### src/wspt_pkg.sv
package wspt_pkg;

    // character class from the front classifier
    typedef enum logic [1:0] {
        CLS_LETTER = 2'd0,
        CLS_SPACE  = 2'd1,
        CLS_PUNCT  = 2'd2
    } t_cls;

    // token kind as carried on the output word
    typedef enum logic [1:0] {
        KIND_WORD     = 2'd0,
        KIND_SPACE    = 2'd1,
        KIND_PUNCT    = 2'd2,
        KIND_ELLIPSIS = 2'd3
    } t_kind;

    localparam int unsigned CP_W = 21;

    localparam logic [CP_W-1:0] CP_DOT = 21'h00002E;

    // input word
    typedef struct packed {
        logic [CP_W-1:0] code_point;
        logic            end_of_text;
    } t_in_item;

    // output word
    typedef struct packed {
        logic [CP_W-1:0] char_out;
        t_kind           token_kind;
        logic            token_first;
        logic            token_last;
        logic            stream_done;
    } t_out_item;

    // classified character as it travels through the queue
    typedef struct packed {
        logic [CP_W-1:0] code_point;
        t_cls            cls;
        logic            is_dash;
        logic            is_dot;
        logic            end_of_text;
    } t_q_item;

endpackage

### src/wspt_front.sv
module wspt_front (
    input  logic               i_in_valid,
    output logic               o_in_ready,
    input  wspt_pkg::t_in_item i_in_data,
    output logic               o_push,
    input  logic               i_q_ready,
    output wspt_pkg::t_q_item  o_q_data
);
    import wspt_pkg::*;

    t_cls cls;

    // character class decoder
    always_comb begin
        unique case (i_in_data.code_point) inside
            21'h20, [21'h09:21'h0D]: begin
                cls = CLS_SPACE;
            end
            21'h2C, 21'h2E, 21'h21, 21'h3F, 21'h3B, 21'h3A, 21'h28, 21'h29,
            21'h2D, 21'h2A, 21'h22, 21'h2014, 21'h2013, 21'hAB, 21'hBB,
            21'h2026, 21'h201C, 21'h201E: begin
                cls = CLS_PUNCT;
            end
            default: begin
                cls = CLS_LETTER;
            end
        endcase
    end

    // tag the word and hand it to the queue
    always_comb begin
        o_q_data.code_point  = i_in_data.code_point;
        o_q_data.cls         = cls;
        o_q_data.is_dash     = (i_in_data.code_point == 21'h2D)
                            || (i_in_data.code_point == 21'h2013)
                            || (i_in_data.code_point == 21'h2014);
        o_q_data.is_dot      = (i_in_data.code_point == CP_DOT);
        o_q_data.end_of_text = i_in_data.end_of_text;
    end

    assign o_in_ready = i_q_ready;
    assign o_push     = i_in_valid & i_q_ready;

endmodule

### src/wspt_fifo.sv
module wspt_fifo #(
    parameter int unsigned DEPTH = 4
) (
    input  logic              i_clk,
    input  logic              i_rst_n,
    input  logic              i_push,
    output logic              o_ready,
    input  wspt_pkg::t_q_item i_data,
    output logic              o_valid,
    input  logic              i_pop,
    output wspt_pkg::t_q_item o_data
);
    import wspt_pkg::*;

    localparam int unsigned AW = (DEPTH > 1) ? $clog2(DEPTH) : 1;
    localparam int unsigned CW = $clog2(DEPTH + 1);

    t_q_item         r_mem [DEPTH];
    logic [AW-1:0]   r_wr;
    logic [AW-1:0]   r_rd;
    logic [CW-1:0]   r_cnt;
    logic            do_push;
    logic            do_pop;

    assign o_ready = (r_cnt != CW'(DEPTH));
    assign o_valid = (r_cnt != '0);
    assign o_data  = r_mem[r_rd];
    assign do_push = i_push & o_ready;
    assign do_pop  = i_pop & o_valid;

    // storage
    always_ff @(posedge i_clk) begin
        if (do_push) begin
            r_mem[r_wr] <= i_data;
        end
    end

    // pointers and fill count
    always_ff @(posedge i_clk) begin
        if (!i_rst_n) begin
            r_wr  <= '0;
            r_rd  <= '0;
            r_cnt <= '0;
        end else begin
            if (do_push) begin
                r_wr <= (r_wr == AW'(DEPTH - 1)) ? '0 : r_wr + 1'b1;
            end
            if (do_pop) begin
                r_rd <= (r_rd == AW'(DEPTH - 1)) ? '0 : r_rd + 1'b1;
            end
            if (do_push && !do_pop) begin
                r_cnt <= r_cnt + 1'b1;
            end else if (do_pop && !do_push) begin
                r_cnt <= r_cnt - 1'b1;
            end
        end
    end

endmodule

### src/wspt_back.sv
module wspt_back (
    input  logic                i_clk,
    input  logic                i_rst_n,
    input  logic                i_q_valid,
    output logic                o_pop,
    input  wspt_pkg::t_q_item   i_q_data,
    output logic                o_out_valid,
    input  logic                i_out_ready,
    output wspt_pkg::t_out_item o_out_data
);
    import wspt_pkg::*;

    typedef struct packed {
        t_out_item  item;
        logic       word_open;
        logic [1:0] ell;
    } t_dec;

    // token decision for one character with up to two following ones
    function automatic t_dec decide(input t_q_item c, input logic h1, input t_q_item n1,
                                    input logic h2, input t_q_item n2,
                                    input logic wo, input logic [1:0] ell);
        t_dec d;
        d.item.char_out    = c.code_point;
        d.item.token_kind  = KIND_WORD;
        d.item.token_first = 1'b1;
        d.item.token_last  = 1'b1;
        d.item.stream_done = 1'b0;
        d.word_open        = wo;
        d.ell              = ell;
        if (ell != 2'd0) begin
            d.item.token_kind  = KIND_ELLIPSIS;
            d.item.token_first = 1'b0;
            d.item.token_last  = (ell == 2'd1);
            d.ell              = ell - 2'd1;
        end else if (c.cls == CLS_SPACE) begin
            d.word_open       = 1'b0;
            d.item.token_kind = KIND_SPACE;
        end else if (c.cls == CLS_PUNCT) begin
            if (c.is_dash && wo && h1 && n1.cls == CLS_LETTER) begin
                // dash inside a word
                d.item.token_first = 1'b0;
                d.item.token_last  = 1'b0;
            end else begin
                d.word_open = 1'b0;
                if (c.is_dot && h1 && n1.is_dot && h2 && n2.is_dot) begin
                    d.ell              = 2'd2;
                    d.item.token_kind  = KIND_ELLIPSIS;
                    d.item.token_last  = 1'b0;
                end else begin
                    d.item.token_kind = KIND_PUNCT;
                end
            end
        end else begin
            d.item.token_first = !wo;
            d.word_open        = 1'b1;
            if (h1 && (n1.cls == CLS_LETTER
                       || (n1.is_dash && h2 && n2.cls == CLS_LETTER))) begin
                d.item.token_last = 1'b0;
            end
        end
        return d;
    endfunction

    t_q_item    r_win [3];
    logic [1:0] r_cnt;
    logic       r_flush;
    logic       r_word_open;
    logic [1:0] r_ell;
    logic       r_out_valid;
    t_out_item  r_out;

    logic       out_free;
    logic       emit_norm;
    logic       emit_flush;
    logic       flush_end;
    logic       append;
    t_dec       dec;

    assign out_free   = !r_out_valid || i_out_ready;
    assign o_pop      = i_q_valid && !r_flush
                     && (out_free || i_q_data.end_of_text || r_cnt != 2'd2);
    assign emit_norm  = o_pop && !i_q_data.end_of_text && r_cnt == 2'd2;
    assign append     = o_pop && !emit_norm;
    assign emit_flush = r_flush && out_free;
    assign flush_end  = emit_flush && r_cnt == 2'd1;

    // decision on the oldest character of the window
    always_comb begin
        if (r_flush) begin
            dec = decide(r_win[0], r_cnt >= 2'd2, r_win[1], r_cnt == 2'd3, r_win[2],
                         r_word_open, r_ell);
        end else begin
            dec = decide(r_win[0], 1'b1, r_win[1], 1'b1, i_q_data, r_word_open, r_ell);
        end
    end

    // window contents
    always_ff @(posedge i_clk) begin
        if (emit_norm) begin
            r_win[0] <= r_win[1];
            r_win[1] <= i_q_data;
        end else if (emit_flush) begin
            r_win[0] <= r_win[1];
            r_win[1] <= r_win[2];
        end else if (append) begin
            r_win[r_cnt] <= i_q_data;
        end
    end

    // output register payload, done flag on the last flushed word
    always_ff @(posedge i_clk) begin
        if (emit_norm || emit_flush) begin
            r_out <= {dec.item.char_out, dec.item.token_kind, dec.item.token_first,
                      dec.item.token_last, flush_end};
        end
    end

    // control state
    always_ff @(posedge i_clk) begin
        if (!i_rst_n) begin
            r_cnt       <= '0;
            r_flush     <= 1'b0;
            r_word_open <= 1'b0;
            r_ell       <= '0;
            r_out_valid <= 1'b0;
        end else begin
            if (emit_norm || emit_flush) begin
                r_out_valid <= 1'b1;
            end else if (i_out_ready) begin
                r_out_valid <= 1'b0;
            end
            if (flush_end) begin
                r_cnt       <= '0;
                r_flush     <= 1'b0;
                r_word_open <= 1'b0;
                r_ell       <= '0;
            end else if (emit_flush) begin
                r_cnt       <= r_cnt - 2'd1;
                r_word_open <= dec.word_open;
                r_ell       <= dec.ell;
            end else if (emit_norm) begin
                r_word_open <= dec.word_open;
                r_ell       <= dec.ell;
            end else if (append) begin
                r_cnt <= r_cnt + 2'd1;
                if (i_q_data.end_of_text) begin
                    r_flush <= 1'b1;
                end
            end
        end
    end

    assign o_out_valid = r_out_valid;
    assign o_out_data  = r_out;

endmodule

### src/word_space_punct_tokenizer.sv
// Word / space / punctuation tokenizer.
// Input channel: one code point per word with an end-of-text flag
// (i_in_valid / o_in_ready / i_in_data). Output channel: one word per
// character, in input order, tagged with token kind and first/last flags
// (o_out_valid / i_out_ready / o_out_data); the last word of a text has
// stream_done set.
// A character is decided only once two more characters are known, so its
// result comes out when the second following character arrives, or at end
// of text. That character is first written into the input queue; the
// decision stage reads it there and, once the output register is free,
// writes the result into it.
// Throughput is one word per cycle in both directions within a text while
// the receiver accepts. An end-of-text word flushes up to three results,
// one per cycle while accepted; the decision stage pops nothing during the
// flush while the queue keeps accepting up to QUEUE_DEPTH words.
// When the receiver stalls the output register holds its word; the decision
// stage stops, the queue fills and then o_in_ready drops.
// Reset (synchronous, active low) empties the queue and the lookahead window
// and clears the word and ellipsis state.
module word_space_punct_tokenizer #(
    parameter int unsigned QUEUE_DEPTH = 4
) (
    input  logic                i_clk,
    input  logic                i_rst_n,
    input  logic                i_in_valid,
    output logic                o_in_ready,
    input  wspt_pkg::t_in_item  i_in_data,
    output logic                o_out_valid,
    input  logic                i_out_ready,
    output wspt_pkg::t_out_item o_out_data
);
    import wspt_pkg::*;

    logic    push;
    logic    q_ready;
    t_q_item q_in;
    logic    q_valid;
    logic    q_pop;
    t_q_item q_out;

    // accept and classify
    wspt_front u_front (
        .i_in_valid (i_in_valid),
        .o_in_ready (o_in_ready),
        .i_in_data  (i_in_data),
        .o_push     (push),
        .i_q_ready  (q_ready),
        .o_q_data   (q_in)
    );

    // queue between classifier and decision stage
    wspt_fifo #(
        .DEPTH (QUEUE_DEPTH)
    ) u_fifo (
        .i_clk   (i_clk),
        .i_rst_n (i_rst_n),
        .i_push  (push),
        .o_ready (q_ready),
        .i_data  (q_in),
        .o_valid (q_valid),
        .i_pop   (q_pop),
        .o_data  (q_out)
    );

    // window, token decision and output register
    wspt_back u_back (
        .i_clk       (i_clk),
        .i_rst_n     (i_rst_n),
        .i_q_valid   (q_valid),
        .o_pop       (q_pop),
        .i_q_data    (q_out),
        .o_out_valid (o_out_valid),
        .i_out_ready (i_out_ready),
        .o_out_data  (o_out_data)
    );

endmodule

### config.mk
export PLATFORM = sky130hd
export DESIGN_NAME = word_space_punct_tokenizer
export DESIGN_NICKNAME = d
export VERILOG_FILES = /design/src/wspt_pkg.sv /design/src/wspt_front.sv /design/src/wspt_fifo.sv /design/src/wspt_back.sv /design/src/word_space_punct_tokenizer.sv
export SDC_FILE = /design/constraint.sdc
export NUM_CORES = 1
export LEC_CHECK = 0
export BUFFER_PORTS_ARGS = -buffer_cell sky130_fd_sc_hd__buf_4
export CAP_MARGIN = 20
export CORE_ASPECT_RATIO = 0.75
export CORE_UTILIZATION = 45
export DETAILED_ROUTE_END_ITERATION = 8
export PLACE_DENSITY = 0.73
export SLEW_MARGIN = 40
export SYNTH_ARGS = -nofsm -noshare
export SYNTH_HDL_FRONTEND = slang
export SYNTH_SLANG_ARGS = --single-unit
### constraint.sdc
create_clock -name i_clk -period 3 [get_ports i_clk]
set_input_delay 0.3 -clock i_clk [delete_from_list [all_inputs] [get_ports i_clk]]
set_output_delay 0.3 -clock i_clk [all_outputs]
set_load 0.02 [all_outputs]
=== After elaboration in Yosys (flattened, before gate mapping) ===
Memory sizes are Yosys's and may differ from the RTL's. A register that Yosys moved wholly into a read port is not among the register bits.
Cells that the tools add are included.

* Bits in registers: 40
* Latch bits: 0
* RAM bits: 182
* ROM bits: 0
* Input port bits: 26
* Output and inout port bits: 28
* Word-level logic and storage cells: 188
* Memories kept: 2

* Add/sub/neg operators: 7
* Multipliers: 0
* Div/mod/pow operators: 0
* Order comparisons: 3
* Equal/unequal tests: 30
* Shift-type cells: 0
* Mux-type cells: 71
* Bitwise operators: 8
* Reduce and logical (&&, ||, !) cells: 54

{| class="wikitable"
|+ Memory list
! name !! words !! width !! rd ports !! clocked after Yosys merged registers in !! write ports !! line !! text
|-
| u_fifo.r_mem || 4 || 26 || 1 || 1 || 1 || wspt_fifo.sv:18 || <nowiki>t_q_item r_mem [DEPTH];</nowiki>
|-
| u_back.r_win || 3 || 26 || 3 || 0 || 2 || wspt_back.sv:65 || <nowiki>t_q_item r_win [3];</nowiki>
|}

{| class="wikitable"
|+ Operators with widths
! cell !! count
|-
| 21-bit by 6-bit == test with 1-bit output, second input constant || 12
|-
| 21-bit by 14-bit == test with 1-bit output, second input constant || 5
|-
| 26-bit 2-to-1 mux || 3
|-
| 2-bit 2-to-1 mux || 28
|-
| 21-bit by 8-bit == test with 1-bit output, second input constant || 2
|-
| 1-bit 2-to-1 mux || 32
|-
| 26-bit OR reduction || 1
|-
| 1-bit logical AND || 24
|-
| 21-bit by 4-bit >= comparator with 1-bit output, second input constant || 1
|-
| 21-bit by 4-bit less-or-equal comparator with 1-bit output, second input constant || 1
|-
| 18-bit OR reduction || 1
|-
| 3-bit 2-to-1 mux || 4
|-
| 2-bit == test, second input constant || 5
|-
| 2-bit nonzero test || 5
|-
| 1-bit logical OR || 8
|-
| 4-bit 2-to-1 mux || 2
|-
| 8-bit 2-to-1 mux || 1
|-
| 1-bit zero test || 7
|-
| 2-bit by 1-bit adder with 2-bit output, second input constant || 3
|-
| 2-bit by 1-bit == test with 1-bit output, second input constant || 3
|-
| 2-bit zero test || 3
|-
| 2-bit inequality test, second input constant || 2
|-
| 2-bit case mux with 2 select lines || 1
|-
| 4-bit AND reduction || 1
|-
| 11 further kinds || 18
|}

=== Depth between registers and ports, before layout ===
* Depth in word-level cells: 15
* Gate-level depth with buffers: 11

=== Hierarchy ===
A second synthesis with hierarchy kept.

* Cell total of the unflattened synthesis: 502
* Area total of the unflattened synthesis: 9158.8 µm²

{| class="wikitable"
|+ By module, submodules not included
! module !! times used !! cells an instance !! area an instance (µm²) !! seq. area each (µm²)
|-
| wspt_back || 1 || 251 || 4473.0 || 3173.0
|-
| wspt_fifo || 1 || 187 || 4232.8 || 3303.2
|-
| wspt_front || 1 || 64 || 452.9 || 0.0
|}

=== Least setup slack after synthesis ===
Ideal clock, no wire load.

* Path type: reg-to-reg
* Start: reg u_back.r_cnt[0]
* End: mem u_back.r_win[0][10] (netlist bit), enable pin
* Data arrival time: 2.159 ns
* Setup slack: 0.455 ns
* Cell stages (with the launch flop): 9
* Period minus slack after synthesis: 2.545 ns
* Path through: dfxtp_1 -> inv_1 -> ha_1 -> and2_1 -> o2bb2a_4 -> and3_4 -> buf_6 -> buf_6 -> nand2b_1

{| class="wikitable"
|+ RTL lines
! item !! line !! text
|-
| start: declaration || wspt_back.sv:66 || <nowiki>logic [1:0] r_cnt;</nowiki>
|-
| start signal: assignment || wspt_back.sv:139 || <nowiki>r_cnt <= r_cnt - 2'd1;</nowiki>
|-
| start signal: assignment || wspt_back.sv:146 || <nowiki>r_cnt <= r_cnt + 2'd1;</nowiki>
|-
| end: declaration || wspt_back.sv:65 ||
|}

=== Worst setup path after layout ===
* Start: reg u_back.r_cnt[0]
* End: reg u_fifo.r_cnt[2]

* Word-level cells in the longest chain between the ends: 7
* Elaborated cells between the ends (all ways): 9
* Classes of those cells: 1 x eq/ne; 1 x mux; 1 x bitwise; 6 x reduce/logical

{| class="wikitable"
|+ RTL lines
! item !! line !! text
|-
| 2-bit inequality test * || wspt_back.sv:82 || <nowiki>&& (out_free || i_q_data.end_of_text || r_cnt != 2'd2);</nowiki>
|-
| 1-bit logical OR * || wspt_back.sv:82 ||
|-
| 1-bit logical AND * || wspt_back.sv:82 ||
|-
| 1-bit AND * || wspt_fifo.sv:29 || <nowiki>assign do_pop = i_pop & o_valid;</nowiki>
|-
| 1-bit zero test || wspt_fifo.sv:51 || <nowiki>if (do_push && !do_pop) begin</nowiki>
|-
| 1-bit logical AND || wspt_fifo.sv:51 ||
|-
| 3-bit 2-to-1 mux / 2-bit nonzero test (equally long branches) || n/a ||
|-
| end signal: assignment || wspt_fifo.sv:52 || <nowiki>r_cnt <= r_cnt + 1'b1;</nowiki>
|-
| end signal: assignment || wspt_fifo.sv:54 || <nowiki>r_cnt <= r_cnt - 1'b1;</nowiki>
|-
| end: declaration || wspt_fifo.sv:21 || <nowiki>logic [CW-1:0] r_cnt;</nowiki>
|}

Every way passes the cells marked *; elsewhere a longest branch is shown, timed or not.
A chain may end at the register's enable or synchronous reset.

==> results.sh <==
export IMPL_worst_pin_slew_ns=0.528
export IMPL_finalCriticalPeriod_ns=2.74
export IMPL_pwr_share_seq=0.457
export IMPL_dpl_cell_count=771
export IMPL_diodes=0
export IMPL_clk_insertion_delay_late_ns=0.50
export IMPL_met3_length_um=1020
export IMPL_cts_root_buf="clkbuf_16"
export IMPL_syn_inst=471
export IMPL_ctsResizeCount=0
export IMPL_grt_pass1_wl_um=24400
export IMPL_clk_pin_slew_ns=0.06
export IMPL_dr_max_layer_used="met4"
export IMPL_cts_hold_fix_buffers=0
export IMPL_grt_max_degree=28
export IMPL_ys_flop_type="edfxtp_1"
export IMPL_crit_chain="inv_1 > ha_1 > and2_1 > o2bb2a_4 > o21ai_1 > ha_1 > inv_1 > fa_1 > xor2_1 > or3_1 > a21oi_1"
export IMPL_cp_slowest_stage_delay_ns=0.37
export IMPL_max_cap_viol_count=0
export IMPL_critPathRequiredTime_ns=3.42
export IMPL_total_power_mw=10.6
export IMPL_startpoint_type="flip-flop"
export IMPL_path_class="reg -> reg"
export IMPL_ant_nets=0
export IMPL_clock_sinks=221
export IMPL_routedWlPerCell_um=18.5
export IMPL_synth_cell_area_um2=8840
export IMPL_routed_wl_um=15000
export IMPL_ios=54
export IMPL_crit_end="u_fifo.r_cnt[2]$_SDFFE_PN0P_"
export IMPL_nNetsFinal=590
export IMPL_drt_pass1_iterations=5
export IMPL_crit_fanout=5
export IMPL_core_um2=18800
export IMPL_pwr_share_clk=0.245
export IMPL_routabilityCongestion=0.771
export IMPL_ys_seq_elements=221
export IMPL_numCtsBuffers=22
export IMPL_final_cells=811
export IMPL_rr_worst_depth=11
export IMPL_syn_nets=513
export IMPL_rsz0062_at_grt="no"
export IMPL_synth_edf_count=205
export IMPL_fin_util=0.545
export IMPL_fin_crit_sh=0.913
export IMPL_drc=0
export IMPL_async_reset_ff_frac=0
export IMPL_placement_rows=43
export IMPL_postCtsSetupBuffers=0
export IMPL_r2r_start="u_back.r_cnt[0]$_SDFFE_PP0P_"
export IMPL_cts_tree="done"
export IMPL_tns_ns=0
export IMPL_grtUsageTotal=0.160
export IMPL_drive_gt1_frac=0.312
export IMPL_cpMaxStageDelayCell="fa_1"
export IMPL_r2r_slack_ns=0.26
export IMPL_fmax_ghz=0.365
export IMPL_status="finished, final reports clean"
export IMPL_internal_power_mw=7.61
export IMPL_die_area_um2=20200
export IMPL_hp_class="in -> reg"
export IMPL_cp_startpoint="u_back.r_cnt[0]$_SDFFE_PP0P_"
export IMPL_htree_num_levels=1
export IMPL_ir_drop_mv=0.514
export IMPL_p_sw_frac=0.282
export IMPL_grt_ovfl_total=0
export IMPL_antenna_found_initial=0
export IMPL_worst_path_buf_inv=2
export IMPL_end_kind="flip-flop"
export IMPL_max_slew_margin=0.648
export IMPL_initial_core_util=0.469
export IMPL_seq_area_frac_synth=0.733
export IMPL_fin_skew_ns=0.0133
export IMPL_drv_slew=0
export IMPL_path_depth=11
export IMPL_viasPerCell=5.37
export IMPL_r2r_end="u_fifo.r_cnt[2]$_SDFFE_PN0P_"
export IMPL_setup_viol=0
export IMPL_ys_warn_count=0
export IMPL_cp_top_family="adder cells"
export IMPL_fp_dieH_um=123
export IMPL_dr_total_vias=4356
export IMPL_wl_met1_um=6750
export IMPL_drtIter0Drc=323
export IMPL_clockBufferDepth=3
export IMPL_power_leakage_nw=3.54
export IMPL_grt_pass1_vias=4429
export IMPL_ys_types=49
export IMPL_powerDensity_nw_per_um2=1030
export IMPL_route_met2_wl_um=6950
export IMPL_p_sw_mw=2.99
export IMPL_cp_arrival_ns=3.15
export IMPL_placement_io_buffers=53
export IMPL_place_hpwl_um=9760
export IMPL_syn_avg_cell_area_um2=18.8
export IMPL_power_frac_comb=0.298
export IMPL_syn_to_final_growth_pct=16.1
export IMPL_die_w_um=164
export IMPL_hold_violations=0
[how the worst min path moves through the flow]
stage	start	endpoint	slack [ns]	cells past startpoint
CTS	i_in_data[12]	u_fifo.r_mem[3][16]$_DFFE_PP_	0.002	1
finish	i_in_data[0]	u_fifo.r_mem[1][0]$_DFFE_PP_	0.02	1
detailed placement	u_back.r_win[0][11]$_DFFE_PP_	u_back.o_out_data[11]$_DFFE_PN_	0.40	0
global placement	u_back.r_win[0][7]$_DFFE_PP_	u_back.o_out_data[7]$_DFFE_PN_	0.41	0
global route	i_in_data[18]	u_fifo.r_mem[0][22]$_DFFE_PP_	0.004	1
floorplan	i_in_data[0]	u_fifo.r_mem[0][0]$_DFFE_PP_	0.40	0
[placed cells by master (no fill, tap or decap), types with 15 or more instances in the layout]
cell | netlist | layout
mux4_2 | 25 | 25
mux2_4 | 20 | 20
ha_1 | 15 | 15
nor2_1 | 20 | 20
buf_4 | 0 | 66
clkbuf_16 | 0 | 24
dfxtp_1 | 16 | 15
edfxtp_1 | 205 | 205
nand2_1 | 16 | 16
mux2_2 | 32 | 32
[registers in the layout, indices dropped and copies added (netlist names), named ones only]
signal,cells
u_fifo.r_mem,104
u_fifo.r_rd,2
u_back.r_win,75
u_back.o_out_valid,1
u_fifo.r_wr,2
u_back.r_ell,2
u_back.r_flush,1
u_back.r_word_open,1
u_back.r_cnt,2
u_back.o_out_data,26
u_fifo.r_cnt,3
[through the flow]
stage / instance area, µm² / setup slack [ns] / hold WS (ns)
6_report: 10300 / 0.261 / 0.0183
5_1_grt: 10300 / 0.0137 / 0.00354
2_1_floorplan: 8840 / 0.455 / 0.399
4_1_cts: 10300 / 0.287 / 0.00208
3_5_place_dp: 9560 / 0.307 / 0.405
3_3_place_gp: 9560 / 0.423 / 0.406
[Yosys cell counts, types with 3 or more instances]
| cell | n | area [µm²] |
|---|---|---|
| nand2_1 | 16 | 60.1 |
| nor2_1 | 20 | 75.1 |
| edfxtp_1 | 205 | 6160 |
| nand2b_1 | 4 | 25.0 |
| mux2_4 | 20 | 300 |
| inv_1 | 13 | 48.8 |
| buf_2 | 3 | 15.0 |
| and2_1 | 3 | 18.8 |
| o21ai_0 | 10 | 50.1 |
| ha_1 | 15 | 188 |
| a31oi_1 | 4 | 25.0 |
| mux2i_1 | 7 | 70.1 |
| mux2_2 | 32 | 360 |
| buf_6 | 4 | 45.0 |
| a211oi_1 | 3 | 22.5 |
| or3_1 | 4 | 25.0 |
| dfxtp_1 | 16 | 320 |
| nor4_1 | 5 | 31.3 |
| mux4_2 | 25 | 563 |
| clkbuf_1 | 6 | 22.5 |
| nor2b_1 | 3 | 18.8 |
| a21oi_1 | 10 | 50.1 |
| and3_1 | 8 | 50.1 |
| nor3_1 | 6 | 30.0 |
[layout make-up]
cell class,instances,area (µm²)
flip-flops and latches,221,6480
multi-input cells,223,2230
clock buffers,39,687
well taps,247,309
fillers,1459,8570
clock inverters,1,8.76
inverters,14,52.6
repair buffers,66,495
[worst register-to-register path: stages, from the launching register on]
cell	delay, ns
dfxtp_1	0.35
inv_1	0.10
ha_1	0.23
and2_1	0.19
o2bb2a_4	0.18
o21ai_1	0.32
ha_1	0.26
inv_1	0.06
fa_1	0.37
xor2_1	0.16
or3_1	0.31
a21oi_1	0.14
[power by group through the flow]
stage          registers [mW]  clock network, mW  logic [mW]
2_1_floorplan            5.02                  0        2.17
3_3_place_gp             4.87                  0        3.08
3_5_place_dp             4.92                  0        3.17
4_1_cts                  4.86               2.64        3.19
5_1_grt                  4.93               2.77        3.45
6_report                 4.85               2.59        3.16
[logic make-up (layout without fill, tap and decap cells)]
| kind of cell | Yosys count | after routing | share of synthesized area |
|---|---|---|---|
| DFF | 221 | 221 | 0.733 |
| muxes | 84 | 84 | 0.146 |
| and+or+nand+nor | 78 | 78 | 0.0463 |
| AOI/OAI and AO/OA | 43 | 43 | 0.0337 |
| buffers and inverters | 27 | 120 | 0.0153 |
| adders and majority gates | 16 | 16 | 0.0235 |
| xor gates and xnor gates | 2 | 2 | 0.00198 |
[routing by layer]
layer	vias to the layer above	GRT usage
met2	149	0.259
met1	2157	0.224
li1	2025	-
met3	25	0.0295
met5	-	0
met4	0	0.0399
(Power assumes the default switching activity.)
